[src/sv/qbsd_pkg.sv]
// Shared types and constants for the Q8 block-scaled dot product.
package qbsd_pkg;

    localparam int ACT_FRAC_BITS_DEF = 16;
    localparam int MAX_ROWS_DEF      = 4096;
    localparam int QUEUE_DEPTH       = 4;

    localparam int W_WEIGHT = 8;
    localparam int W_SCALE  = 16;
    localparam int W_ACT    = 32;
    localparam int W_WS     = 19;   // weight * signed mantissa, |x| <= 128 * 2047
    localparam int W_EXP    = 5;
    localparam int W_SUM    = 48;
    localparam int W_IDX    = 12;

    localparam int W_S_TDATA = 56;  // 8 + 16 + 32, already whole bytes
    localparam int W_M_TDATA = 64;  // 48 + 12, padded to 8 bytes

    // Half-float field codes
    localparam logic [W_EXP-1:0] EXP_ZERO = 5'h00;
    localparam logic [W_EXP-1:0] EXP_ONES = 5'h1F;
    localparam logic [W_EXP-1:0] EXP_SAT  = 5'd30;
    localparam logic [W_EXP-1:0] EXP_SUB  = 5'd1;
    localparam logic [11:0]      MANT_SAT = 12'd2047;

    // One classified element travelling from front to back
    typedef struct packed {
        logic [W_WS-1:0]  ws;          // signed weight * mantissa
        logic [W_EXP-1:0] expo;        // effective exponent, 1..30
        logic [W_ACT-1:0] act;         // signed activation
        logic             last_in_row;
        logic             last_row;
    } t_qentry;

endpackage

[src/sv/q8_block_scaled_dot_product.sv]
// Top level of the Q8 block-scaled dot product engine.
// Usage:
//   Slave channel: one transaction per weight element. tdata carries the int8
//   weight, the raw half-float block scale and the signed activation; tlast
//   marks the last element of a row, tuser marks the last row of the matrix.
//   Master channel: one transaction per row with the saturated Q31.16 row sum
//   and the row index in tdata, and the clip flag in tuser.
// Dataflow:
//   The front end decodes the scale and forms weight * mantissa in the accept
//   cycle and pushes the element into a 4-entry queue. The back end runs each
//   element through the pop, multiply, shift/round and accumulate states in
//   turn, one element at a time, as set by the serial multiply/shift/accumulate
//   sequence of the back end. A row result is registered into the output
//   register when the last element of its row is accumulated.
// Reset (synchronous, active low) clears the accumulator, clip flag, row
//   counter, queue and output valid.
// Stall: while the master side holds tready low, the finished row waits in the
//   output register; the back end keeps accumulating the next row and only
//   blocks at that row's end. The queue then fills and tready drops.
module q8_block_scaled_dot_product #(
    parameter int ACT_FRAC_BITS = qbsd_pkg::ACT_FRAC_BITS_DEF,
    parameter int MAX_ROWS      = qbsd_pkg::MAX_ROWS_DEF
) (
    input  logic                            i_clk,
    input  logic                            i_rst_n,
    // slave side
    input  logic                            i_s_axis_tvalid,
    output logic                            o_s_axis_tready,
    // [7:0] weight, [23:8] scale_bits, [55:24] activation
    input  logic [qbsd_pkg::W_S_TDATA-1:0]  i_s_axis_tdata,
    input  logic                            i_s_axis_tlast,   // last_in_row
    input  logic                            i_s_axis_tuser,   // [0] last_row
    // master side
    output logic                            o_m_axis_tvalid,
    input  logic                            i_m_axis_tready,
    // [47:0] row_sum, [59:48] row_index, [63:60] zero
    output logic [qbsd_pkg::W_M_TDATA-1:0]  o_m_axis_tdata,
    output logic                            o_m_axis_tuser    // [0] saturated
);

    logic              q_full;
    logic              q_push;
    logic              q_empty;
    logic              q_pop;
    qbsd_pkg::t_qentry q_in;
    qbsd_pkg::t_qentry q_out;

    qbsd_front u_front (
        .i_s_axis_tvalid (i_s_axis_tvalid),
        .o_s_axis_tready (o_s_axis_tready),
        .i_s_axis_tdata  (i_s_axis_tdata),
        .i_s_axis_tlast  (i_s_axis_tlast),
        .i_s_axis_tuser  (i_s_axis_tuser),
        .i_q_full        (q_full),
        .o_q_push        (q_push),
        .o_q_entry       (q_in)
    );

    qbsd_fifo #(
        .DEPTH (qbsd_pkg::QUEUE_DEPTH)
    ) u_fifo (
        .i_clk   (i_clk),
        .i_rst_n (i_rst_n),
        .i_push  (q_push),
        .i_entry (q_in),
        .o_full  (q_full),
        .i_pop   (q_pop),
        .o_empty (q_empty),
        .o_entry (q_out)
    );

    qbsd_back #(
        .ACT_FRAC_BITS (ACT_FRAC_BITS),
        .MAX_ROWS      (MAX_ROWS)
    ) u_back (
        .i_clk           (i_clk),
        .i_rst_n         (i_rst_n),
        .i_q_empty       (q_empty),
        .i_q_entry       (q_out),
        .o_q_pop         (q_pop),
        .o_m_axis_tvalid (o_m_axis_tvalid),
        .i_m_axis_tready (i_m_axis_tready),
        .o_m_axis_tdata  (o_m_axis_tdata),
        .o_m_axis_tuser  (o_m_axis_tuser)
    );

endmodule

[src/sv/qbsd_front.sv]
// Front end: takes input transactions, decodes the half-float scale, forms weight * mantissa.
module qbsd_front (
    input  logic                              i_s_axis_tvalid,
    output logic                              o_s_axis_tready,
    input  logic [qbsd_pkg::W_S_TDATA-1:0]    i_s_axis_tdata,
    input  logic                              i_s_axis_tlast,
    input  logic                              i_s_axis_tuser,
    input  logic                              i_q_full,
    output logic                              o_q_push,
    output qbsd_pkg::t_qentry                 o_q_entry
);

    logic signed [qbsd_pkg::W_WEIGHT-1:0] weight;
    logic [qbsd_pkg::W_SCALE-1:0]         scale_bits;
    logic [qbsd_pkg::W_EXP-1:0]           ex;
    logic [9:0]                           frac;
    logic [11:0]                          mag;
    logic signed [11:0]                   sm;
    logic [qbsd_pkg::W_EXP-1:0]           expo;
    logic signed [qbsd_pkg::W_WS-1:0]     ws;

    assign weight     = $signed(i_s_axis_tdata[7:0]);
    assign scale_bits = i_s_axis_tdata[23:8];
    assign ex         = scale_bits[14:10];
    assign frac       = scale_bits[9:0];

    always_comb begin
        unique case (ex)
            qbsd_pkg::EXP_ZERO: begin
                mag  = {2'b00, frac};
                expo = qbsd_pkg::EXP_SUB;
            end
            qbsd_pkg::EXP_ONES: begin
                // no infinities: clamp to the largest finite magnitude
                mag  = qbsd_pkg::MANT_SAT;
                expo = qbsd_pkg::EXP_SAT;
            end
            default: begin
                mag  = {2'b01, frac};
                expo = ex;
            end
        endcase
        sm = scale_bits[15] ? -$signed(mag) : $signed(mag);
    end

    assign ws = $signed(weight) * sm;

    assign o_s_axis_tready = ~i_q_full;
    assign o_q_push        = i_s_axis_tvalid & ~i_q_full;

    assign o_q_entry.ws          = ws;
    assign o_q_entry.expo        = expo;
    assign o_q_entry.act         = i_s_axis_tdata[55:24];
    assign o_q_entry.last_in_row = i_s_axis_tlast;
    assign o_q_entry.last_row    = i_s_axis_tuser;

endmodule

[src/sv/qbsd_fifo.sv]
// Short register queue between the front and back ends.
module qbsd_fifo #(
    parameter int DEPTH = qbsd_pkg::QUEUE_DEPTH
) (
    input  logic              i_clk,
    input  logic              i_rst_n,
    input  logic              i_push,
    input  qbsd_pkg::t_qentry i_entry,
    output logic              o_full,
    input  logic              i_pop,
    output logic              o_empty,
    output qbsd_pkg::t_qentry o_entry
);

    localparam int PW = (DEPTH > 1) ? $clog2(DEPTH) : 1;
    localparam int CW = $clog2(DEPTH + 1);

    qbsd_pkg::t_qentry r_mem [DEPTH];
    logic [PW-1:0]     r_wr_ptr, n_wr_ptr;
    logic [PW-1:0]     r_rd_ptr, n_rd_ptr;
    logic [CW-1:0]     r_count, n_count;
    logic              do_push, do_pop;

    assign o_full  = (r_count == CW'(DEPTH));
    assign o_empty = (r_count == '0);
    assign o_entry = r_mem[r_rd_ptr];

    assign do_push = i_push & ~o_full;
    assign do_pop  = i_pop & ~o_empty;

    always_comb begin
        n_wr_ptr = r_wr_ptr;
        n_rd_ptr = r_rd_ptr;
        n_count  = r_count;
        if (do_push) begin
            n_wr_ptr = (r_wr_ptr == PW'(DEPTH - 1)) ? '0 : r_wr_ptr + 1'b1;
        end
        if (do_pop) begin
            n_rd_ptr = (r_rd_ptr == PW'(DEPTH - 1)) ? '0 : r_rd_ptr + 1'b1;
        end
        case ({do_push, do_pop})
            2'b10:   n_count = r_count + 1'b1;
            2'b01:   n_count = r_count - 1'b1;
            default: n_count = r_count;
        endcase
    end

    always_ff @(posedge i_clk) begin
        if (!i_rst_n) begin
            r_wr_ptr <= '0;
            r_rd_ptr <= '0;
            r_count  <= '0;
        end else begin
            r_wr_ptr <= n_wr_ptr;
            r_rd_ptr <= n_rd_ptr;
            r_count  <= n_count;
        end
    end

    always_ff @(posedge i_clk) begin
        if (do_push) begin
            r_mem[r_wr_ptr] <= i_entry;
        end
    end

endmodule

[src/sv/qbsd_back.sv]
// Back end: multiply by activation, shift and round to Q31.16, saturating accumulate, row output.
module qbsd_back #(
    parameter int ACT_FRAC_BITS = qbsd_pkg::ACT_FRAC_BITS_DEF,
    parameter int MAX_ROWS      = qbsd_pkg::MAX_ROWS_DEF
) (
    input  logic                            i_clk,
    input  logic                            i_rst_n,
    input  logic                            i_q_empty,
    input  qbsd_pkg::t_qentry               i_q_entry,
    output logic                            o_q_pop,
    output logic                            o_m_axis_tvalid,
    input  logic                            i_m_axis_tready,
    output logic [qbsd_pkg::W_M_TDATA-1:0]  o_m_axis_tdata,
    output logic                            o_m_axis_tuser
);

    localparam int CNT_W = (MAX_ROWS > 1) ? $clog2(MAX_ROWS) : 1;
    localparam int W_P   = qbsd_pkg::W_WS + qbsd_pkg::W_ACT;   // 51
    localparam int W_T   = 64;
    localparam logic [6:0] SH_BIAS = 7'(9 + ACT_FRAC_BITS);

    localparam logic [1:0] S_IDLE = 2'd0;
    localparam logic [1:0] S_MUL  = 2'd1;
    localparam logic [1:0] S_SHF  = 2'd2;
    localparam logic [1:0] S_ACC  = 2'd3;

    logic [1:0]                       r_state, n_state;
    qbsd_pkg::t_qentry                r_ent;
    logic signed [W_P-1:0]            r_prod;
    logic signed [W_T-1:0]            r_term;
    logic signed [qbsd_pkg::W_SUM-1:0] r_acc;
    logic                             r_clip;
    logic [CNT_W-1:0]                 r_row;
    logic                             r_out_valid;
    logic [qbsd_pkg::W_SUM-1:0]       r_out_sum;
    logic [qbsd_pkg::W_IDX-1:0]       r_out_idx;
    logic                             r_out_sat;

    logic [6:0]                       e7;
    logic                             shl;
    logic [5:0]                       shamt;
    logic signed [W_T-1:0]            p_ext;
    logic signed [W_P:0]              p_rnd;
    logic signed [W_P:0]              half_lsb;
    logic signed [W_T-1:0]            term;
    logic signed [W_T:0]              sum;
    logic                             ovf;
    logic signed [qbsd_pkg::W_SUM-1:0] clamped;
    logic                             out_free;
    logic                             fin;
    logic [CNT_W+qbsd_pkg::W_IDX-1:0] row_ext;

    // shift/round of the exact product
    always_comb begin
        e7       = {2'b00, r_ent.expo};
        shl      = (e7 >= SH_BIAS);
        shamt    = shl ? 6'(e7 - SH_BIAS) : 6'(SH_BIAS - e7);
        p_ext    = {{(W_T - W_P){r_prod[W_P-1]}}, r_prod};
        half_lsb = (shamt == '0) ? '0 : ((W_P+1)'(1) <<< (shamt - 6'd1));
        p_rnd    = {r_prod[W_P-1], r_prod} + half_lsb;
        if (shl) begin
            term = p_ext <<< shamt;
        end else begin
            term = {{(W_T - W_P - 1){p_rnd[W_P]}}, (p_rnd >>> shamt)};
        end
    end

    // saturating add into the 48-bit accumulator
    always_comb begin
        sum = {{(W_T + 1 - qbsd_pkg::W_SUM){r_acc[qbsd_pkg::W_SUM-1]}}, r_acc}
            + {r_term[W_T-1], r_term};
        ovf = (sum[W_T:qbsd_pkg::W_SUM-1] != '0) && (sum[W_T:qbsd_pkg::W_SUM-1] != '1);
        if (!ovf) begin
            clamped = sum[qbsd_pkg::W_SUM-1:0];
        end else if (sum[W_T]) begin
            clamped = {1'b1, {(qbsd_pkg::W_SUM-1){1'b0}}};
        end else begin
            clamped = {1'b0, {(qbsd_pkg::W_SUM-1){1'b1}}};
        end
    end

    assign out_free = ~r_out_valid | i_m_axis_tready;
    assign fin      = (r_state == S_ACC) && (~r_ent.last_in_row || out_free);
    assign o_q_pop  = (r_state == S_IDLE) && ~i_q_empty;
    assign row_ext  = {{qbsd_pkg::W_IDX{1'b0}}, r_row};

    always_comb begin
        n_state = r_state;
        unique case (r_state)
            S_IDLE:  if (!i_q_empty) n_state = S_MUL;
            S_MUL:   n_state = S_SHF;
            S_SHF:   n_state = S_ACC;
            S_ACC:   if (fin) n_state = S_IDLE;
            default: n_state = S_IDLE;
        endcase
    end

    always_ff @(posedge i_clk) begin
        if (!i_rst_n) begin
            r_state     <= S_IDLE;
            r_acc       <= '0;
            r_clip      <= 1'b0;
            r_row       <= '0;
            r_out_valid <= 1'b0;
        end else begin
            r_state <= n_state;
            if (fin && r_ent.last_in_row) begin
                r_out_valid <= 1'b1;
            end else if (i_m_axis_tready) begin
                r_out_valid <= 1'b0;
            end
            if (fin) begin
                if (r_ent.last_in_row) begin
                    r_acc       <= '0;
                    r_clip      <= 1'b0;
                    if (r_ent.last_row || (r_row >= CNT_W'(MAX_ROWS - 1))) begin
                        r_row <= '0;
                    end else begin
                        r_row <= r_row + 1'b1;
                    end
                end else begin
                    r_acc  <= clamped;
                    r_clip <= r_clip | ovf;
                end
            end
        end
    end

    // datapath registers
    always_ff @(posedge i_clk) begin
        if (o_q_pop) begin
            r_ent <= i_q_entry;
        end
        if (r_state == S_MUL) begin
            r_prod <= $signed(r_ent.ws) * $signed(r_ent.act);
        end
        if (r_state == S_SHF) begin
            r_term <= term;
        end
        if (fin && r_ent.last_in_row) begin
            r_out_sum <= clamped;
            r_out_idx <= row_ext[qbsd_pkg::W_IDX-1:0];
            r_out_sat <= r_clip | ovf;
        end
    end

    assign o_m_axis_tvalid = r_out_valid;
    assign o_m_axis_tdata  = {4'b0000, r_out_idx, r_out_sum};
    assign o_m_axis_tuser  = r_out_sat;

endmodule
[config.mk]
export PLATFORM = sky130hd
export DESIGN_NAME = q8_block_scaled_dot_product
export DESIGN_NICKNAME = d
export VERILOG_FILES = /design/src/sv/qbsd_pkg.sv /design/src/sv/q8_block_scaled_dot_product.sv /design/src/sv/qbsd_front.sv /design/src/sv/qbsd_fifo.sv /design/src/sv/qbsd_back.sv
export SDC_FILE = /design/constraint.sdc
export NUM_CORES = 2
export LEC_CHECK = 0
export BUFFER_PORTS_ARGS = -buffer_cell sky130_fd_sc_hd__buf_2
export CORE_MARGIN = 10
export CORE_UTILIZATION = 36
export DETAILED_ROUTE_END_ITERATION = 12
export GPL_TIMING_DRIVEN = 0
export PLACE_DENSITY = 0.51
export SKIP_CTS_REPAIR_TIMING = 1
export SLEW_MARGIN = 10
export SYNTH_ARGS = -nofsm -noshare
export SYNTH_HDL_FRONTEND = slang
export SYNTH_SLANG_ARGS = --single-unit
[constraint.sdc]
create_clock -name i_clk -period 10.5 [get_ports i_clk]
set_input_delay 2.1 -clock i_clk [delete_from_list [all_inputs] [get_ports i_clk]]
set_output_delay 2.1 -clock i_clk [all_outputs]
set_load 0.03 [all_outputs]
==> results <==
- Global routing consumed, on the met2 layer, ~40% of the routing resources.
- At the worst endpoint, the required time is between 10000 and 15000 ps.
- Data arrives at the worst endpoint at 10820 ps.
- The final count of pins violating max slew is 0.
- The total via count in the routed design is 49840.
- The layer flagged by global routing as most heavily used is met2.
- The cell family contributing the most delay on the critical path is compound AO/OA/AOI/OAI gates.
- After layout, the worst path uses ~100% of the clock period.
- The cell repeated most along the worst path is sky130_fd_sc_hd__clkbuf_2.
- The combined global-route utilization of all metal layers is 24.62%.
- The cell area after technology mapping is roughly 0.06 mm^2.
- The number of levels the H-tree was split into is 2.
- The remaining max-slew budget at the tightest pin is about 8.3%.
- The worst setup path is of the reg2reg kind.
- The layout overhead on the synthesized area is 10.07%.
- The final non-filler cell total is 8857.
- The sum of net half-perimeters after detailed placement is between 150 and 200 mm.
- After clock tree synthesis, the clock-pin slew on the worst setup and hold paths is around 60 ps.
- Setup violations remaining at the end of the flow were counted as 0.
- The top cell types in the final layout, fill and taps aside, are sky130_fd_sc_hd__inv_1, sky130_fd_sc_hd__nand2_1, sky130_fd_sc_hd__fa_1.
- Wires add up to about 230 mm.
- The minimum period implied by the final worst setup slack is about 10000 ps.
- For met1 alone, demand over resource in global routing was between 30 and 40%.
- During synthesis, Yosys emitted a total of 0 warnings.
- In this run, the number of DRC markers left after iteration 0 of detailed routing was 4520.
- The worst setup path is launched from a flop.
- The share of the core filled with cells in the final layout is 39.80%.
- The antenna diode count is 0.
- Among all stages on the critical path, the largest delay is contributed by sky130_fd_sc_hd__edfxtp_1.
- Between clock sinks in the finished design, the worst skew comes to approximately 68 ps.
- The critical path contains buffers and inverters numbering 7 combined.
- The die is roughly 430 um tall.
- The filler cells instantiated in the layout total approximately 17000.
- The congestion estimate from routability-driven global placement came to between 1 and 1.5.
- The initial antenna violation count came to 6.
- about 130 I/O pins were placed.
- After detailed routing, the average wire length per cell comes to 26.29 um.
- The worst hold-check path type is reg2reg.
- The pre-antenna-repair detailed-routing pass consisted of 6 iterations.
- The flow ran to the end, and the final reports show no timing, DRC or antenna violations.
- The first-pass GRT wire length is 345.4 mm.
- The fraction of final layout cells sized beyond drive strength 1 is under 10%.
- The longest clock path from root to sink contains 3 buffers.
- The die extent in x is between 400 and 500 um.
- The number of distinct library cells after synthesis is between 100 and 150.
- The final non-filler cell area is between 0.06 and 0.07 mm^2.
- The sequential cell area fraction in the yosys report is about a quarter.
- The achievable frequency is ~96 MHz.
- The floorplan has 150 rows.
- The setup slack after placement is -1997 ps.
- Among all flip-flop cells after synthesis, the most frequent one is sky130_fd_sc_hd__edfxtp_1.
- The count of input and output buffers is between 100 and 150.
- Once placement finished, the instance area stood at approximately 0.064 mm^2.
- The final net count is around 7600.
- The number of global-route vias before repair was 50950.
- The remaining global-route overflow is 0.
- At the pin with the least slew margin, the transition time is about 1400 ps.
- At the later pin of the worst-skew pair, clock insertion delay measures about 690 ps.
- Dividing the detail-routed via count by the number of cells gives ~5.6.
- The clock tree from TritonCTS is yes.
- The maximum number of pins on one net before global-route repair is 68.
- Max-cap violations in this run came to 0.
- In this run, synthesis inferred about 470 flip-flops with an integrated enable.
- CTS saw roughly 540 sinks.
- The detail route stage leaves a number of antenna-violating nets equal to 0.
- Once placement completed, the tool counted placed cells totaling 8742.
- The root buffer selected by CTS is sky130_fd_sc_hd__clkbuf_16.
- Along the worst path, the maximum fanout reaches 10.
- Buffers inserted during clock tree synthesis total 60.
- The count of state elements after synthesis is about 540.
- Synthesis handed over a netlist of 6393 instances.
- For this configuration, the core starts out at a cell density of approximately 36%.
- Of all flip-flops after synthesis, the portion carrying an async set or reset was 0%.
- The remaining design rule violation count is 0.
- The most common cell after layout, fill and taps aside is sky130_fd_sc_hd__inv_1.
- The met3 usage in global routing is a little over 3%.
- In this design, the stage delay of the slowest critical-path cell is roughly 600 ps.
- The final worst-path setup slack is roughly 29 ps.
- In this run the mean area of a mapped cell was about 9.4 um^2.
- STA classifies the critical path endpoint as a flop.
- The die covers 0.1846 mm^2.
- The number of hold violations in the final report came to 0.
- The core region area is 0.1670 mm^2.
-- Yosys cell counts, types with 14 or more instances --
master	count	area share, %
sky130_fd_sc_hd__a211o_1	14	0.20
sky130_fd_sc_hd__a211oi_1	95	1.2
sky130_fd_sc_hd__a21o_1	96	1.2
sky130_fd_sc_hd__a21oi_1	291	2.4
sky130_fd_sc_hd__a22oi_1	24	0.30
sky130_fd_sc_hd__a311oi_1	33	0.48
sky130_fd_sc_hd__a31oi_1	33	0.34
sky130_fd_sc_hd__and2_1	260	2.7
sky130_fd_sc_hd__and3_1	83	0.86
sky130_fd_sc_hd__buf_1	26	0.16
sky130_fd_sc_hd__buf_2	63	0.52
sky130_fd_sc_hd__clkbuf_1	300	1.9
sky130_fd_sc_hd__dfxtp_1	71	2.4
sky130_fd_sc_hd__edfxtp_1	466	23
sky130_fd_sc_hd__fa_1	669	22
sky130_fd_sc_hd__ha_1	309	6.4
sky130_fd_sc_hd__inv_1	763	4.7
sky130_fd_sc_hd__mux2_2	15	0.28
sky130_fd_sc_hd__mux2i_1	222	3.7
sky130_fd_sc_hd__mux4_2	68	2.5
sky130_fd_sc_hd__nand2_1	727	4.5
sky130_fd_sc_hd__nand2b_1	33	0.34
sky130_fd_sc_hd__nand3_1	110	0.91
sky130_fd_sc_hd__nand4_1	75	0.78
sky130_fd_sc_hd__nor2_1	398	2.5
sky130_fd_sc_hd__nor2b_1	28	0.29
sky130_fd_sc_hd__nor3_1	93	0.77
sky130_fd_sc_hd__nor4_1	60	0.62
sky130_fd_sc_hd__o211ai_1	37	0.46
sky130_fd_sc_hd__o21a_1	43	0.53
sky130_fd_sc_hd__o21ai_0	216	1.8
sky130_fd_sc_hd__o21ai_1	90	0.75
sky130_fd_sc_hd__o21bai_1	28	0.35
sky130_fd_sc_hd__o221ai_1	35	0.51
sky130_fd_sc_hd__o22ai_1	15	0.16
sky130_fd_sc_hd__o31ai_1	22	0.27
sky130_fd_sc_hd__or2_2	21	0.22
sky130_fd_sc_hd__or3_1	35	0.36
sky130_fd_sc_hd__xnor2_1	106	1.5
sky130_fd_sc_hd__xor2_1	68	0.99
-- through the flow --
stage / TNS [ps] / hold WS, ps
after floorplan: 0 / 438.9
final: 0 / 477.5
after detailed placement: -88240 / 466.1
after global routing: -116.7 / 491.4
after global placement: -91440 / 465.5
after CTS: -94240 / 477.5
-- state kept, by name, indices dropped and copies added (netlist names) --
| register | count |
|---|---|
| u_back.r_ent | 53 |
| u_back.o_m_axis_tvalid | 1 |
| u_back.r_prod | 51 |
| u_back.r_term | 64 |
| u_back.r_row | 12 |
| u_back.r_out_sum | 48 |
| u_fifo.r_count | 3 |
| u_fifo.r_wr_ptr | 2 |
| u_back.r_clip | 1 |
| u_back.r_out_idx | 12 |
| u_back.r_state | 2 |
| u_fifo.r_rd_ptr | 2 |
| u_back.o_m_axis_tuser | 1 |
| u_back.e7 | 5 |
| u_back.r_acc | 48 |
| u_fifo.r_mem | 232 |
-- worst paths after layout --
kind | slack (ps) | end | cells after the start | startpoint
hold reg to reg | 480 | u_back.r_out_idx[4] | 0 | u_back.r_row[4]
setup reg to reg | 30 | u_back.r_term[8] | 29 | u_back.e7[0]
hold / removal | 480 | u_back.r_out_idx[4] | 0 | u_back.r_row[4]
setup / recovery | 30 | u_back.r_term[8] | 29 | u_back.e7[0]
-- per-layer routing --
layer	share of wire, %	routed length (um)	up-vias
li1	-	-	22420
met1	42	97990	25180
met2	46	107900	1778
met3	5.9	13760	446
met4	5.6	13110	10
met5	0.027	63	-
-- final cells by class --
class	count	area, um^2	share of cell area, %
clock inverters	40	578.1	0.8695
inverters	763	2869	4.315
plain buffers	405	1694	2.548
well taps	2204	2758	4.148
multi-input cells	4698	40760	61.31
repair buffers	137	848.3	1.276
clock buffers	73	1560	2.347
flip-flops and latches	537	15410	23.19
-- cell families after synthesis --
group	count (synthesis)	synth area share, %
muxes	305	6.494
adders and majority gates	978	28.57
xor gates and xnor gates	174	2.523
other	1	0.006208
and+or+nand+nor	1980	15.62
buffers and inverters	1168	7.515
AOI/OAI and AO/OA	1250	13.75
DFF	537	25.52
-- worst register-to-register path, delay by kind of cell, from the launching register on --
family,cells,cell delay [ps]
adders and majority gates,2,670
buffers and inverters,7,2510
and+or+nand+nor,8,2140
AOI/OAI and AO/OA,12,4200
DFF,1,610
Power is not shown: default switching activity piles up to over one toggle a cycle in this logic, so the estimate is an artifact.
